**config.mk**
```make
export PLATFORM = sky130hd
export DESIGN_NAME = modular_exponentiation_flat
export DESIGN_NICKNAME = d
export VERILOG_FILES = /design/src/mexp_pkg.sv /design/src/mexp_in_if.sv /design/src/mexp_out_if.sv /design/src/modular_exponentiation.sv /design/src/mexp_mul.sv /design/src/flat_wrapper.sv
export VERILOG_INCLUDE_DIRS = /design/src /design/src/src
export SDC_FILE = /design/constraint.sdc
export NUM_CORES = 2
export LEC_CHECK = 0
export ABC_AREA = 0
export BUFFER_PORTS_ARGS = -buffer_cell sky130_fd_sc_hd__buf_2
export CAP_MARGIN = 20
export CELL_PAD_IN_SITES_DETAIL_PLACEMENT = 1
export CELL_PAD_IN_SITES_GLOBAL_PLACEMENT = 1
export CORE_ASPECT_RATIO = 1.25
export CORE_MARGIN = 8
export CORE_UTILIZATION = 43
export DETAILED_ROUTE_END_ITERATION = 6
export GPL_ROUTABILITY_DRIVEN = 0
export PLACE_DENSITY_LB_ADDON = 0.1
export SKIP_LAST_GASP = 1
export SLEW_MARGIN = 20
export SYNTH_ARGS = -nofsm -noshare
export SYNTH_HDL_FRONTEND = slang
export SYNTH_SLANG_ARGS = --single-unit
```
**constraint.sdc**
```tcl
create_clock -name clk -period 6.1 [get_ports clk]
set_input_delay 0.61 -clock clk [delete_from_list [all_inputs] [get_ports clk]]
set_output_delay 0.61 -clock clk [all_outputs]
set_load 0.05 [all_outputs]
```
**src/modular_exponentiation_assert.svh**
```systemverilog
// ----------------------------------------------------------------------------
// modular exponentiation assertion macros
// Concurrent assertion shorthands clocked on clk, disabled while rst_n is low.
// ----------------------------------------------------------------------------
`ifndef MODULAR_EXPONENTIATION_ASSERT_SVH
`define MODULAR_EXPONENTIATION_ASSERT_SVH

// condition holds at every edge
`define MEXP_ASSERT_ALWAYS(label, cond, msg) \
  label: assert property (@(posedge clk) disable iff (!rst_n) (cond)) else $error(msg);

// consequent holds in the cycle after the antecedent
`define MEXP_ASSERT_NEXT(label, ante, cons, msg) \
  label: assert property (@(posedge clk) disable iff (!rst_n) (ante) |=> (cons)) else $error(msg);

`endif

```
**src/mexp_pkg.sv**
```systemverilog
// ----------------------------------------------------------------------------
// mexp_pkg
// Shared widths, register map and modular add helper.
// ----------------------------------------------------------------------------
package mexp_pkg;

  // payload field width
  localparam int FIELD_W = 63;

  // configuration port
  localparam int CFG_DATA_W = 64;
  localparam int CFG_ADDR_W = 4;
  localparam logic REG_MODULUS = 1'b0;
  localparam logic [FIELD_W-1:0] MODULUS_RESET = 63'd1000000007;

  // (x + y) mod m for x, y < m < 2^63
  function automatic logic [63:0] add_mod(input logic [63:0] x, input logic [63:0] y,
                                          input logic [63:0] m);
    logic [63:0] s;
    s = x + y;
    if (s >= m) begin
      s = s - m;
    end
    return s;
  endfunction

endpackage

```
**src/mexp_in_if.sv**
```systemverilog
// ----------------------------------------------------------------------------
// mexp_in_if
// Operand channel: base and exponent with valid/ready.
// ----------------------------------------------------------------------------
interface mexp_in_if;
  logic                         valid;
  logic                         ready;
  logic [mexp_pkg::FIELD_W-1:0] base;
  logic [mexp_pkg::FIELD_W-1:0] exponent;

  modport source (output valid, output base, output exponent, input ready);
  modport sink (input valid, input base, input exponent, output ready);
endinterface

```
**src/mexp_out_if.sv**
```systemverilog
// ----------------------------------------------------------------------------
// mexp_out_if
// Result channel: power_mod with valid/ready.
// ----------------------------------------------------------------------------
interface mexp_out_if;
  logic                         valid;
  logic                         ready;
  logic [mexp_pkg::FIELD_W-1:0] power_mod;

  modport source (output valid, output power_mod, input ready);
  modport sink (input valid, input power_mod, output ready);
endinterface

```
**src/modular_exponentiation.sv**
```systemverilog
// Sequence: the base is reduced modulo m bit-serially, then one square-and-multiply
// step runs per exponent bit up to the highest set bit, then the output register
// is loaded; a zero modulus skips straight to the output with a result of 0.
// One item at a time: the next transfer is accepted only after the last result is
// loaded into the output register; the serial multipliers set the pace.
// Reset: synchronous active-low rst_n clears control and sets modulus to 1000000007.
// ----------------------------------------------------------------------------
// modular_exponentiation
// Right-to-left square-and-multiply over the exponent, with a bit-serial base
// reduction and two bit-serial modular multipliers running side by side.
// ----------------------------------------------------------------------------
module modular_exponentiation #(
  parameter int OPERAND_BITS = 63
) (
  input  logic                                clk,
  input  logic                                rst_n,
  mexp_in_if.sink                             in_ch,
  mexp_out_if.source                          out_ch,
  input  logic                                psel,
  input  logic                                penable,
  input  logic                                pwrite,
  input  logic [mexp_pkg::CFG_ADDR_W-1:0]     paddr,
  input  logic [mexp_pkg::CFG_DATA_W-1:0]     pwdata,
  output logic [mexp_pkg::CFG_DATA_W-1:0]     prdata,
  output logic                                pready
);
  import mexp_pkg::*;

  localparam int OPW   = OPERAND_BITS;
  localparam int CNT_W = $clog2(OPERAND_BITS);
  localparam logic [CNT_W-1:0] CNT_LAST = CNT_W'(OPERAND_BITS - 1);

  localparam logic [2:0] S_IDLE   = 3'd0;
  localparam logic [2:0] S_REDUCE = 3'd1;
  localparam logic [2:0] S_STEP   = 3'd2;
  localparam logic [2:0] S_WAIT   = 3'd3;
  localparam logic [2:0] S_FINISH = 3'd4;

  logic [FIELD_W-1:0] mod_r;
  logic [OPW-1:0]     mod_n;
  logic               cfg_wr;

  logic [2:0]         state_r, state_nxt;
  logic [CNT_W-1:0]   cnt_r, cnt_nxt;
  logic [OPW-1:0]     b_r, b_nxt;
  logic [OPW-1:0]     e_r, e_nxt;
  logic [OPW-1:0]     rem_r, rem_nxt;
  logic [OPW-1:0]     sq_r, sq_nxt;
  logic [OPW-1:0]     acc_r, acc_nxt;
  logic               out_valid_r, out_valid_nxt;
  logic [FIELD_W-1:0] out_data_r, out_data_nxt;

  logic [OPW:0]       rem_sh;
  logic [OPW:0]       rem_sub;
  logic [OPW-1:0]     rem_red;
  logic               in_fire;
  logic               mul_start;
  logic               ac_done, sq_done;
  logic [OPW-1:0]     ac_prod, sq_prod;

  // configuration register
  assign cfg_wr = psel && penable && pwrite && pready;
  assign pready = 1'b1;
  assign mod_n  = mod_r[OPW-1:0];

  always_ff @(posedge clk) begin
    if (!rst_n) begin
      mod_r <= MODULUS_RESET;
    end else if (cfg_wr && (paddr[3] == REG_MODULUS)) begin
      mod_r <= pwdata[FIELD_W-1:0];
    end
  end

  always_comb begin
    prdata = '0;
    if (paddr[3] == REG_MODULUS) begin
      prdata = CFG_DATA_W'(mod_r);
    end
  end

  // restoring reduction step of the base, one bit per cycle
  always_comb begin
    rem_sh  = {rem_r, b_r[OPW-1]};
    rem_sub = rem_sh - {1'b0, mod_n};
    rem_red = (rem_sh >= {1'b0, mod_n}) ? rem_sub[OPW-1:0] : rem_sh[OPW-1:0];
  end

  assign in_fire   = in_ch.valid && in_ch.ready;
  assign mul_start = (state_r == S_STEP) && (e_r != '0);

  // sequencer
  always_comb begin
    state_nxt     = state_r;
    cnt_nxt       = cnt_r;
    b_nxt         = b_r;
    e_nxt         = e_r;
    rem_nxt       = rem_r;
    sq_nxt        = sq_r;
    acc_nxt       = acc_r;
    out_valid_nxt = out_valid_r && !out_ch.ready;
    out_data_nxt  = out_data_r;
    case (state_r)
      S_IDLE: begin
        if (in_fire) begin
          b_nxt   = in_ch.base[OPW-1:0];
          e_nxt   = in_ch.exponent[OPW-1:0];
          cnt_nxt = '0;
          rem_nxt = '0;
          if (mod_n == '0) begin
            acc_nxt   = '0;
            state_nxt = S_FINISH;
          end else begin
            state_nxt = S_REDUCE;
          end
        end
      end
      S_REDUCE: begin
        rem_nxt = rem_red;
        b_nxt   = b_r << 1;
        cnt_nxt = cnt_r + 1'b1;
        if (cnt_r == CNT_LAST) begin
          sq_nxt    = rem_red;
          acc_nxt   = (mod_n == OPW'(1)) ? '0 : OPW'(1);
          state_nxt = S_STEP;
        end
      end
      S_STEP: begin
        // no set bits left: the result is final
        if (e_r == '0) begin
          state_nxt = S_FINISH;
        end else begin
          state_nxt = S_WAIT;
        end
      end
      S_WAIT: begin
        if (sq_done) begin
          sq_nxt = sq_prod;
          if (e_r[0]) begin
            acc_nxt = ac_prod;
          end
          e_nxt     = e_r >> 1;
          state_nxt = S_STEP;
        end
      end
      S_FINISH: begin
        if (!out_valid_r || out_ch.ready) begin
          out_data_nxt  = FIELD_W'(acc_r);
          out_valid_nxt = 1'b1;
          state_nxt     = S_IDLE;
        end
      end
      default: begin
        state_nxt = S_IDLE;
      end
    endcase
  end

  // control state
  always_ff @(posedge clk) begin
    if (!rst_n) begin
      state_r     <= S_IDLE;
      cnt_r       <= '0;
      out_valid_r <= 1'b0;
    end else begin
      state_r     <= state_nxt;
      cnt_r       <= cnt_nxt;
      out_valid_r <= out_valid_nxt;
    end
  end

  // operand and result registers
  always_ff @(posedge clk) begin
    b_r        <= b_nxt;
    e_r        <= e_nxt;
    rem_r      <= rem_nxt;
    sq_r       <= sq_nxt;
    acc_r      <= acc_nxt;
    out_data_r <= out_data_nxt;
  end

  // multiply and square units, started together
  mexp_mul #(.OPERAND_BITS(OPERAND_BITS)) u_mul_acc (
    .clk   (clk),
    .rst_n (rst_n),
    .start (mul_start),
    .x     (acc_r),
    .y     (sq_r),
    .m     (mod_n),
    .done  (ac_done),
    .prod  (ac_prod)
  );

  mexp_mul #(.OPERAND_BITS(OPERAND_BITS)) u_mul_sq (
    .clk   (clk),
    .rst_n (rst_n),
    .start (mul_start),
    .x     (sq_r),
    .y     (sq_r),
    .m     (mod_n),
    .done  (sq_done),
    .prod  (sq_prod)
  );

  // channel ports
  assign in_ch.ready      = (state_r == S_IDLE);
  assign out_ch.valid     = out_valid_r;
  assign out_ch.power_mod = out_data_r;

  // checks
  `include "modular_exponentiation_assert.svh"

  `MEXP_ASSERT_ALWAYS(a_units_lockstep, ac_done == sq_done, "multiplier units out of step")
  `MEXP_ASSERT_ALWAYS(a_done_in_wait, !sq_done || (state_r == S_WAIT), "product outside wait")
  `MEXP_ASSERT_NEXT(a_zero_mod, in_fire && (mod_n == '0), (state_r == S_FINISH) && (acc_r == '0), "zero modulus path")
  `MEXP_ASSERT_NEXT(a_accept_next, in_fire, (state_r == S_REDUCE) || (state_r == S_FINISH), "bad state after transfer")

endmodule

```
**src/mexp_mul.sv**
```systemverilog
// ----------------------------------------------------------------------------
// mexp_mul
// Bit-serial modular multiplier: one multiplier bit per cycle, shift-and-add
// with doubling, over all OPERAND_BITS bits of y. Operands must be below m.
// ----------------------------------------------------------------------------
module mexp_mul #(
  parameter int OPERAND_BITS = 63
) (
  input  logic                    clk,
  input  logic                    rst_n,
  input  logic                    start,
  input  logic [OPERAND_BITS-1:0] x,
  input  logic [OPERAND_BITS-1:0] y,
  input  logic [OPERAND_BITS-1:0] m,
  output logic                    done,
  output logic [OPERAND_BITS-1:0] prod
);
  import mexp_pkg::*;

  localparam int CNT_W = $clog2(OPERAND_BITS);
  localparam logic [CNT_W-1:0] CNT_LAST = CNT_W'(OPERAND_BITS - 1);

  logic                    busy_r, busy_nxt;
  logic                    done_r, done_nxt;
  logic [CNT_W-1:0]        cnt_r, cnt_nxt;
  logic [OPERAND_BITS-1:0] x_r, x_nxt;
  logic [OPERAND_BITS-1:0] y_r, y_nxt;
  logic [OPERAND_BITS-1:0] acc_r, acc_nxt;
  logic [63:0]             acc_sum;
  logic [63:0]             x_dbl;

  // one step of the shift-and-add loop
  always_comb begin
    acc_sum  = add_mod(64'(acc_r), 64'(x_r), 64'(m));
    x_dbl    = add_mod(64'(x_r), 64'(x_r), 64'(m));
    busy_nxt = busy_r;
    done_nxt = 1'b0;
    cnt_nxt  = cnt_r;
    x_nxt    = x_r;
    y_nxt    = y_r;
    acc_nxt  = acc_r;
    if (start) begin
      busy_nxt = 1'b1;
      cnt_nxt  = '0;
      x_nxt    = x;
      y_nxt    = y;
      acc_nxt  = '0;
    end else if (busy_r) begin
      if (y_r[0]) begin
        acc_nxt = acc_sum[OPERAND_BITS-1:0];
      end
      x_nxt   = x_dbl[OPERAND_BITS-1:0];
      y_nxt   = y_r >> 1;
      cnt_nxt = cnt_r + 1'b1;
      if (cnt_r == CNT_LAST) begin
        busy_nxt = 1'b0;
        done_nxt = 1'b1;
      end
    end
  end

  // control state
  always_ff @(posedge clk) begin
    if (!rst_n) begin
      busy_r <= 1'b0;
      done_r <= 1'b0;
      cnt_r  <= '0;
    end else begin
      busy_r <= busy_nxt;
      done_r <= done_nxt;
      cnt_r  <= cnt_nxt;
    end
  end

  // datapath shift registers
  always_ff @(posedge clk) begin
    x_r   <= x_nxt;
    y_r   <= y_nxt;
    acc_r <= acc_nxt;
  end

  assign done = done_r;
  assign prod = acc_r;

endmodule
```
**src/flat_wrapper.sv**
```systemverilog
// flat-port wrapper written by rule: the top's interface ports become plain ports
module modular_exponentiation_flat import mexp_pkg::*;
#(
  parameter int OPERAND_BITS = 63
)
  (clk, rst_n, psel, penable, pwrite, paddr, pwdata, prdata, pready, in_ch_valid, in_ch_base, in_ch_exponent, in_ch_ready, out_ch_valid, out_ch_power_mod, out_ch_ready);
  mexp_in_if in_ch_i ();
  mexp_out_if out_ch_i ();
  input  logic clk;
  input  logic rst_n;
  input  logic psel;
  input  logic penable;
  input  logic pwrite;
  input  logic [mexp_pkg::CFG_ADDR_W-1:0] paddr;
  input  logic [mexp_pkg::CFG_DATA_W-1:0] pwdata;
  output logic [mexp_pkg::CFG_DATA_W-1:0] prdata;
  output logic pready;
  input wire logic [$bits(in_ch_i.valid)-1:0] in_ch_valid;
  input wire logic [$bits(in_ch_i.base)-1:0] in_ch_base;
  input wire logic [$bits(in_ch_i.exponent)-1:0] in_ch_exponent;
  output wire logic [$bits(in_ch_i.ready)-1:0] in_ch_ready;
  output wire logic [$bits(out_ch_i.valid)-1:0] out_ch_valid;
  output wire logic [$bits(out_ch_i.power_mod)-1:0] out_ch_power_mod;
  input wire logic [$bits(out_ch_i.ready)-1:0] out_ch_ready;
  assign in_ch_i.valid = in_ch_valid;
  assign in_ch_i.base = in_ch_base;
  assign in_ch_i.exponent = in_ch_exponent;
  assign in_ch_ready = in_ch_i.ready;
  assign out_ch_valid = out_ch_i.valid;
  assign out_ch_power_mod = out_ch_i.power_mod;
  assign out_ch_i.ready = out_ch_ready;
  modular_exponentiation #(.OPERAND_BITS(OPERAND_BITS)) u_core (.clk(clk), .rst_n(rst_n), .in_ch(in_ch_i), .out_ch(out_ch_i), .psel(psel), .penable(penable), .pwrite(pwrite), .paddr(paddr), .pwdata(pwdata), .prdata(prdata), .pready(pready));
endmodule
```
==> results.json <==
{
  "status": "completed",
  "cts.path.max_buffers": 3,
  "ys_ff_latch": 844,
  "n_fill_cell": 17000,
  "rsz0062_at_grt": "yes",
  "place_ws_ns": -0.817,
  "tightest_slew_ns": 1.14,
  "final_antenna_net_count": 0,
  "firstDrtPassIters": 5,
  "yosysWarnings": 0,
  "die_h_um": 440,
  "dp_hpwl_um": 189000,
  "synth-seq-area-share_pct": 37.5,
  "antenna_found_initial": 8,
  "clk_latency_ns": 0.75,
  "synth-main-ff-cell": "edfxtp_1",
  "clk_pin_slew_ns": 0.06,
  "holdPathStages": 3,
  "grt_max_degree": 117,
  "grt-ovfl-total": 0,
  "clock-sinks": 844,
  "io_pins": 331,
  "hold_viol_final": 0,
  "end_kind": "register",
  "gr-usage-all-layers_pct": 29.6,
  "nets": 8727,
  "drc": 0,
  "initial_utilization_pct": 43.3,
  "wl_um": 245000,
  "drv_cap": 0,
  "drive_gt1_share_pct": 17.5,
  "setup_violations": 0,
  "die_w_um": 355,
  "core_area_um2": 143000,
  "io_buffer_count": 324,
  "max_slew_margin_pct": 23.8,
  "skew_ns": 0.0484,
  "num_rows": 155,
  "grt_pass1_vias": 62000,
  "start_kind": "register",
  "crit_slowest_cell": "or4b_4",
  "syn_nets": 8003,
  "critical_path_arrival_ns": 6.69,
  "synth_edf_count": 630,
  "synth.avg_cell_area_um2": 8.43,
  "numCtsBuffers": 98,
  "critPathRequiredTime_ns": 6.73,
  "grt_pass1_wl_um": 364000,
  "viasPerCell": 5.98,
  "min_path_type": "input pin to register",
  "ff2ff_path_depth": 28,
  "cp_common_cell": "buf_4",
  "critPathKind": "register to register",
  "avgRoutedWirePerCell_um": 24.4,
  "die_area_um2": 156000,
  "ys_types": 105,
  "num_vias": 60000,
  "drtIter0Drc": 4082,
  "area_growth_pct": 20.0,
  "period_share_pct": 99.4,
  "root_buffer": "clkbuf_16",
  "ctsHoldBuffers": 0,
  "fmax_mhz": 165,
  "synthArstFlopShare_pct": 0,
  "drv_slew": 0,
  "synth_area_um2": 61900,
  "slowest_delay_ns": 0.53,
  "htree_num_levels": 3,
  "finalCriticalPeriod_ns": 6.06,
  "synth_cells": 7348,
  "path_max_fanout": 7,
  "tritoncts": "built",
  "worst_slack_ns": 0.0387
}
-- cell type report --
class	count	area, um^2	share of cell area, %
antenna	8	20.0	0.0269
clock buffer	109	2550	3.43
clock inverter	69	638	0.859
inverter	198	743	1.00
multi-input combinational	5908	37500	50.5
sequential	844	23200	31.2
tap	1884	2360	3.17
timing repair buffer	1022	7230	9.73
-- stage by stage --
step / util (%) / setup TNS, ns / instances / hold slack (ns) / cell area [um^2]
after floorplan: - / 0 / 7348 / 0.421 / 61900
after global placement: 48.6 / -51.11 / 9813 / 0.432 / 69500
after detailed placement: 48.6 / -60.39 / 9813 / 0.439 / 69500
after CTS: 51.1 / 0 / 10000 / 0.0740 / 73000
after global routing: 52.0 / -3.51 / 10000 / 0.103 / 74300
final: 52.0 / 0 / 10000 / 0.121 / 74300
-- layout by cell type (no fill, tap or decap), types with 46 or more instances in the layout --
cell and instances:
xnor2_1 226, o21bai_1 102, a21boi_0 66, nor3_1 117
nor4_1 46, a31oi_1 114, edfxtp_1 630, buf_2 324
nand3_1 118, o21a_1 65, inv_1 197, ha_1 430
clkbuf_16 104, nand4_1 123, mux2i_1 114, nor2_1 623
and3_1 108, nor2b_1 48, nand2_1 1354, a211oi_1 82
dfxtp_1 213, a21o_1 267, buf_4 665, o21ai_0 407
o211ai_1 53, a21oi_1 647, xor2_1 149
-- kinds of logic (layout without fill, tap and decap cells) --
kind of cell	after synthesis	count (layout)	synth area share [%]
AO/OA/AOI/OAI	2151	2151	22.0
XOR/XNOR	386	386	5.46
adder cells (fa/ha/maj)	454	454	9.26
buffers and inverters	596	1398	3.93
flip-flops	844	844	37.5
multiplexers	115	115	1.86
other	2	10	0.0121
AND/OR/NAND/NOR	2800	2800	20.0
-- path summary, 6_finish.rpt --
check                          startpoint                         end  slack (ns)
setup reg to reg  u_core.u_mul_acc.x_r[0]    u_core.u_mul_acc.prod[5]        0.04
hold reg to reg           u_core.acc_r[0]  u_core.out_ch.power_mod[0]        0.45
setup / recovery  u_core.u_mul_acc.x_r[0]    u_core.u_mul_acc.prod[5]        0.04
hold / removal                 pwdata[15]            u_core.mod_n[15]        0.12
-- worst max-delay path, delay by kind of cell, from the launching register on --
family,cells,cell delay (ns)
AOI/OAI and AO/OA,10,2.00
and+or+nand+nor,8,1.38
buffers and inverters,6,0.99
adders and majority gates,3,0.97
DFF,1,0.43
xor gates and xnor gates,1,0.12
-- layer usage --
layer | routed length, um | GRT usage, % | vias to the layer above
met3 | 12000 | 3.68 | 512
li1 | - | - | 28100
met5 | 37 | 0 | -
met4 | 13300 | 14.9 | 6
met2 | 116000 | 50.4 | 1692
met1 | 104000 | 37.0 | 29700
-- cells in the mapped netlist, drive strengths merged (113+ instances only) --
library cell / n / area [um^2]
a21o: 269 / 2020
a21oi: 666 / 3340
a31oi: 122 / 778
and3: 113 / 712
clkbuf: 324 / 1280
dfxtp: 214 / 4280
edfxtp: 630 / 18900
ha: 447 / 5590
inv: 198 / 743
mux2i: 114 / 1140
nand2: 1373 / 5160
nand3: 122 / 611
nand4: 124 / 782
nor2: 633 / 2380
nor3: 127 / 652
o21ai: 435 / 2180
xnor2: 234 / 2050
xor2: 152 / 1330
-- repair_timing --
action	4_1_cts	5_1_grt
setup buffers	13	27
cloned	2	5
hold endpoints to repair	0	0
setup endpoints to repair	126	126
pin swaps	16	89
resized for setup	53	182
Power is not shown: default switching activity piles up to over one toggle a cycle in this logic, so the estimate is an artifact.
